**src/sv/lcme_pkg.sv**
```systemverilog
`timescale 1ns / 1ps
// ----------------------------------------------------------------------------
// lcme_pkg
// shared types, codes and constants of the lle cost matrix engine
// ----------------------------------------------------------------------------
package lcme_pkg;

    localparam int MAX_POINTS_DEF  = 64;
    localparam int WEIGHT_BITS_DEF = 16;

    localparam int IDX_W   = 6;
    localparam int PC_W    = 7;
    localparam int COST_W  = 40;
    localparam int IN_WT_W = 16;

    localparam logic [PC_W-1:0] PC_RESET = 7'd64;

    // fixed-point alignment of the delta and weight terms
    localparam int ONE_SHIFT = 24;
    localparam int WT_SHIFT  = 12;

    // action codes
    localparam logic ACT_WRITE = 1'b0;
    localparam logic ACT_QUERY = 1'b1;

    typedef enum logic [1:0] {
        ST_IDLE,
        ST_DIAG,
        ST_LOOP,
        ST_DRAIN
    } ctl_state_t;

    typedef enum logic [1:0] {
        TAG_NONE,
        TAG_DIAG,
        TAG_PROD
    } tag_t;

    typedef struct packed {
        logic wr_en;
        logic latch;
        logic rd_diag;
        logic rd_prod;
        logic emit_zero;
        logic emit_result;
    } cmd_t;

    typedef struct packed {
        logic query_ok;
        logic k_last;
        logic pipe_busy;
    } status_t;

endpackage

```
**src/sv/lcme_ctrl.sv**
```systemverilog
`timescale 1ns / 1ps
// ----------------------------------------------------------------------------
// lcme_ctrl
// sequencer for weight writes and cost matrix queries
// ----------------------------------------------------------------------------
module lcme_ctrl
    import lcme_pkg::*;
(
    input  logic    clk,
    input  logic    rst_n,
    input  logic    start,
    input  logic    action,
    input  status_t status,
    output cmd_t    cmd,
    output logic    busy
);

    ctl_state_t state_reg;
    ctl_state_t state_next;

    always_ff @(posedge clk or negedge rst_n)
    begin
        if (!rst_n)
        begin
            state_reg <= ST_IDLE;
        end
        else
        begin
            state_reg <= state_next;
        end
    end

    always_comb
    begin
        state_next = state_reg;
        cmd        = '0;
        busy       = 1'b1;
        unique case (state_reg)
            ST_IDLE:
            begin
                busy = 1'b0;
                if (start)
                begin
                    if (action == ACT_WRITE)
                    begin
                        cmd.wr_en = 1'b1;
                    end
                    else if (status.query_ok)
                    begin
                        cmd.latch  = 1'b1;
                        state_next = ST_DIAG;
                    end
                    else
                    begin
                        cmd.emit_zero = 1'b1;
                    end
                end
            end
            ST_DIAG:
            begin
                cmd.rd_diag = 1'b1;
                state_next  = ST_LOOP;
            end
            ST_LOOP:
            begin
                cmd.rd_prod = 1'b1;
                if (status.k_last)
                begin
                    state_next = ST_DRAIN;
                end
            end
            ST_DRAIN:
            begin
                // wait for the last product to reach the accumulator
                if (!status.pipe_busy)
                begin
                    cmd.emit_result = 1'b1;
                    state_next      = ST_IDLE;
                end
            end
            default:
            begin
                state_next = ST_IDLE;
            end
        endcase
    end

endmodule

```
**config.mk**
```make
export PLATFORM = sky130hd
export DESIGN_NAME = lcme_ctrl
export DESIGN_NICKNAME = d
export VERILOG_FILES = /design/src/sv/lcme_pkg.sv /design/src/sv/lcme_ctrl.sv
export SDC_FILE = /design/constraint.sdc
export NUM_CORES = 1
export LEC_CHECK = 0
export ABC_AREA = 0
export CAP_MARGIN = 20
export CORE_AREA = 8 8 45 47
export DETAILED_ROUTE_END_ITERATION = 10
export DIE_AREA = 0 0 53 55
export DONT_BUFFER_PORTS = 1
export PLACE_DENSITY = 0.3
export SLEW_MARGIN = 20
export SYNTH_ARGS = -nofsm -noshare
export SYNTH_HDL_FRONTEND = slang
export SYNTH_SLANG_ARGS = --single-unit
```
**constraint.sdc**
```tcl
create_clock -name clk -period 3 [get_ports clk]
set_input_delay 0.6 -clock clk [delete_from_list [all_inputs] [get_ports clk]]
set_output_delay 0.6 -clock clk [all_outputs]
set_load 0.05 [all_outputs]
```
Yosys cells after proc, flatten, opt, wreduce, memory -nomap -nowiden
Cells that the tools add are included.

Flip-flop bits (word level): 2. Input port bits: 7. Word-level logic and storage cells: 31.

Mux-type cells: 20. Reductions and logical operators: 2. Equal/unequal tests: 8.

Operators by type and width (count): 2-to-1 mux 2 bit (7); 2-to-1 mux 1 bit (12); inequality test 2 bit, second input constant (5); case mux 2 bit (4 select lines) (1); AND reduction 5 bit (1); == test 2 bit, second input constant (2); == test 2 x 1 -> 1 bit, second input constant (1); zero test 2 bit (1).

Depth between registers and ports, before layout
Depth in word-level cells: 4. Gate-level depth with buffers: 5. Depth with buffers taken out: 5.

Worst setup path before layout
Ideal clock, no wire load.

Path type: register -> output. Start: register state_reg[0]. End: output port cmd[1] in the netlist's numbering. Path slack: 0.989 ns. Required time: 2.400 ns. Buffers on the path: 0. Arrival time: 1.411 ns. Cell stages (with the launch flop): 5. Cell sequence: dfrtp_1 -> inv_1 -> ha_1 -> nand3_1 -> nor2_1.

RTL lines: start, declared (RTL line lcme_ctrl.sv:18) `ctl_state_t state_reg;`; start signal, assigned (RTL line lcme_ctrl.sv:29) `state_reg <= state_next;`; end, declared (RTL line lcme_ctrl.sv:14) `output cmd_t cmd,`.

==> flow_summary.yaml <==
worst_setup_path:
  r2r_slack_ns: 1.09
  critPathSlowestCell: "and2_1"
  reg2regPathDepth: 5
  cp.arrival_ns: 1.54
  cp_data_required_time_ns: 2.40
  crit_chain: "inv_1, ha_1, nor2b_4, and2_1"
  end_kind: "output port"
  crit_end: "cmd[5]"
  startpoint: "state_reg[0]"
  r2r_end: "state_reg[1]"
  critical_path_class: "register to output port"
  cp-start-kind: "register"
  critPathMaxStageDelay_ns: 0.44
  worstReg2RegStart: "state_reg[0]"
  cp_max_fo: 4
drt:
  drc: 0
  wl_per_cell_microns: 11.8
  vias_per_cell: 3.89
  drt_iter0_drc: 1
  drtPass1Iterations: 2
  routed_wl_microns: 530
  drtAntennaViolNets: 0
  vias: 175
finish:
  n_fill_cell: 159
  final_cell_area_sq_um: 285
  area_growth_pct: 29.5
  largest_register_ffs: 2
  drive_gt1_share_pct: 27.6
  fin_nets: 43
  num_antenna_cells: 0
  layout.area.seq_sq_um: 50.0
  multi_input_area_sq_um: 155
timing:
  rsz0062_at_grt: "false"
  tns_ns: 0
  hold_viol_final: 0
  period_share_pct: 71.3
  setup_violations: 0
  slew_headroom_pct: 63.0
  tightest_slew_ns: 0.554
  max_freq_mhz: 468
  finClkSkew_ns: 0.000993
  slew_viol_final: 0
  min_period_ns: 2.14
synthesis:
  synth_cell_type_count: 13
  synthCells: 23
  syn_nets: 35
  mappedNetlistArea_sq_um: 220
  synth_seq_cells: 2
  postSynthAreaPerCell_sq_um: 9.57
  synth_top_cell_by_area: "ha_1"
  ys.flop_type: "dfrtp_1"
  ys_warn_count: 0
  yosysMostFrequentCell: "ha_1"
  synth_top_area_share_pct: 28.4
  synth_seq_area_share_pct: 22.7
  synth_edf_count: 0
  synth_area_leaders: "ha_1 (28%), dfrtp_1 (23%), inv_1 (6.8%)"
  postSynth.asyncResetShare_pct: 100
  synth_common_cells: "ha_1 (5), inv_1 (4), dfrtp_1 (2), nor2_1 (2), nor2b_1 (2)"
floorplanning:
  num_io_pins: 14
  initial_core_util_pct: 15.9
  core_sq_um: 1380
  die_h_microns: 55
  die_width_microns: 53
  rows: 14
  die_area_sq_um: 2920
clocking:
  post_cts_buffers: 0
  clkTransAtPathRegs_ns: 0.03
  cts.sinks: 2
  cts_hold_buf: 0
  clockBufferDepth: 2
  worstSkewPairLatency_ns: 0.22
  htree_levels: 1
  ctsRootBufferMaster: "clkbuf_4"
  tritoncts.num_buffers: 3
  cts_tree: "done"
  ctsResizeCount: 0
grt:
  grt-ovfl-total: 0
  grt_max_degree: 5
  grt_usage_pct: 4.32
  antenna_found_initial: 0
  grt_pass1_wl_microns: 841
  grt_pass1_vias: 218
power_and_ir_drop:
  peakVddDrop_uv: 377
  power.density_nw_per_um2: 1340
  p_leak_nw: 0.148
hold_path:
  hold_path_class: "input port to asynchronous set/reset pin"
flow_run:
  drv_cap: 0
place:
  place_hpwl_microns: 459
  dpl_cell_area_sq_um: 263
  portBuffers: 0
  gp_routability_congestion: 0.627
outcome:
  status: "complete, no violations"
[routing by layer]
| metal | part of all wire [%] | GRT usage, % |
|---|---|---|
| met1 | 32 | 2.89 |
| met2 | 54 | 6.64 |
| met3 | 14 | 3.74 |
| met4 | 0 | 5.17 |
| met5 | 0 | 0 |
[logic make-up (layout without fill, tap and decap cells)]
logic type | after synthesis | in the layout | synth area share [%]
AOI/OAI and AO/OA | 4 | 4 | 14.8
buffers and inverters | 4 | 10 | 6.82
adders and majority gates | 5 | 5 | 28.4
and+or+nand+nor | 7 | 7 | 20.5
DFF | 2 | 2 | 22.7
muxes | 1 | 1 | 6.82
[power by group]
part,switching [mW],total (mW),internal [mW]
clock network,0.0151,0.0593,0.0441
logic,0.175,0.267,0.0918
registers,0.0129,0.0559,0.0430
[metrics by stage]
stage               setup WS (ns)  util [%]  hold slack, ns  power [mW]  std cells
floorplan                   0.989         -           0.304       0.290         23
global placement             1.08      19.0           0.304       0.332         42
detailed placement           1.07      19.0           0.305       0.329         42
CTS                         0.815      20.6          0.0602       0.396         45
global route                0.716      20.6          0.0568       0.419         45
finish                      0.862      20.6          0.0739       0.382         45
[critical path, delay by kind of cell, from the launching register on]
kind	cells	cell delay, ns
and+or+nand+nor	2	0.59
DFF	1	0.39
adders and majority gates	1	0.21
buffers and inverters	1	0.12
[layout by cell type, fill, tap and decap left out, types with 2 or more instances in the layout]
cell type  count
clkbuf_4       3
nor2b_1        2
buf_4          3
nor2_1         2
inv_1          4
dfrtp_1        2
ha_1           5
[worst min-delay path by stage]
| stage | from | slack [ns] | end | depth (start not counted) |
|---|---|---|---|---|
| after global placement | rst_n | 0.30 | state_reg[0] | 0 |
| after detailed placement | rst_n | 0.30 | state_reg[0] | 0 |
| after global routing | rst_n | 0.06 | state_reg[1] | 0 |
| final | rst_n | 0.07 | state_reg[0] | 0 |
| after floorplan | rst_n | 0.30 | state_reg[0] | 0 |
| after CTS | rst_n | 0.06 | state_reg[0] | 0 |
[layout make-up]
cell class,count,share of cell area [%]
clock buffers,3,7.89
repair buffers,3,7.89
inverters,4,5.26
flip-flops and latches,2,17.5
well taps,16,7.02
multi-input cells,17,54.4
Power figures use the tool's default switching activity.
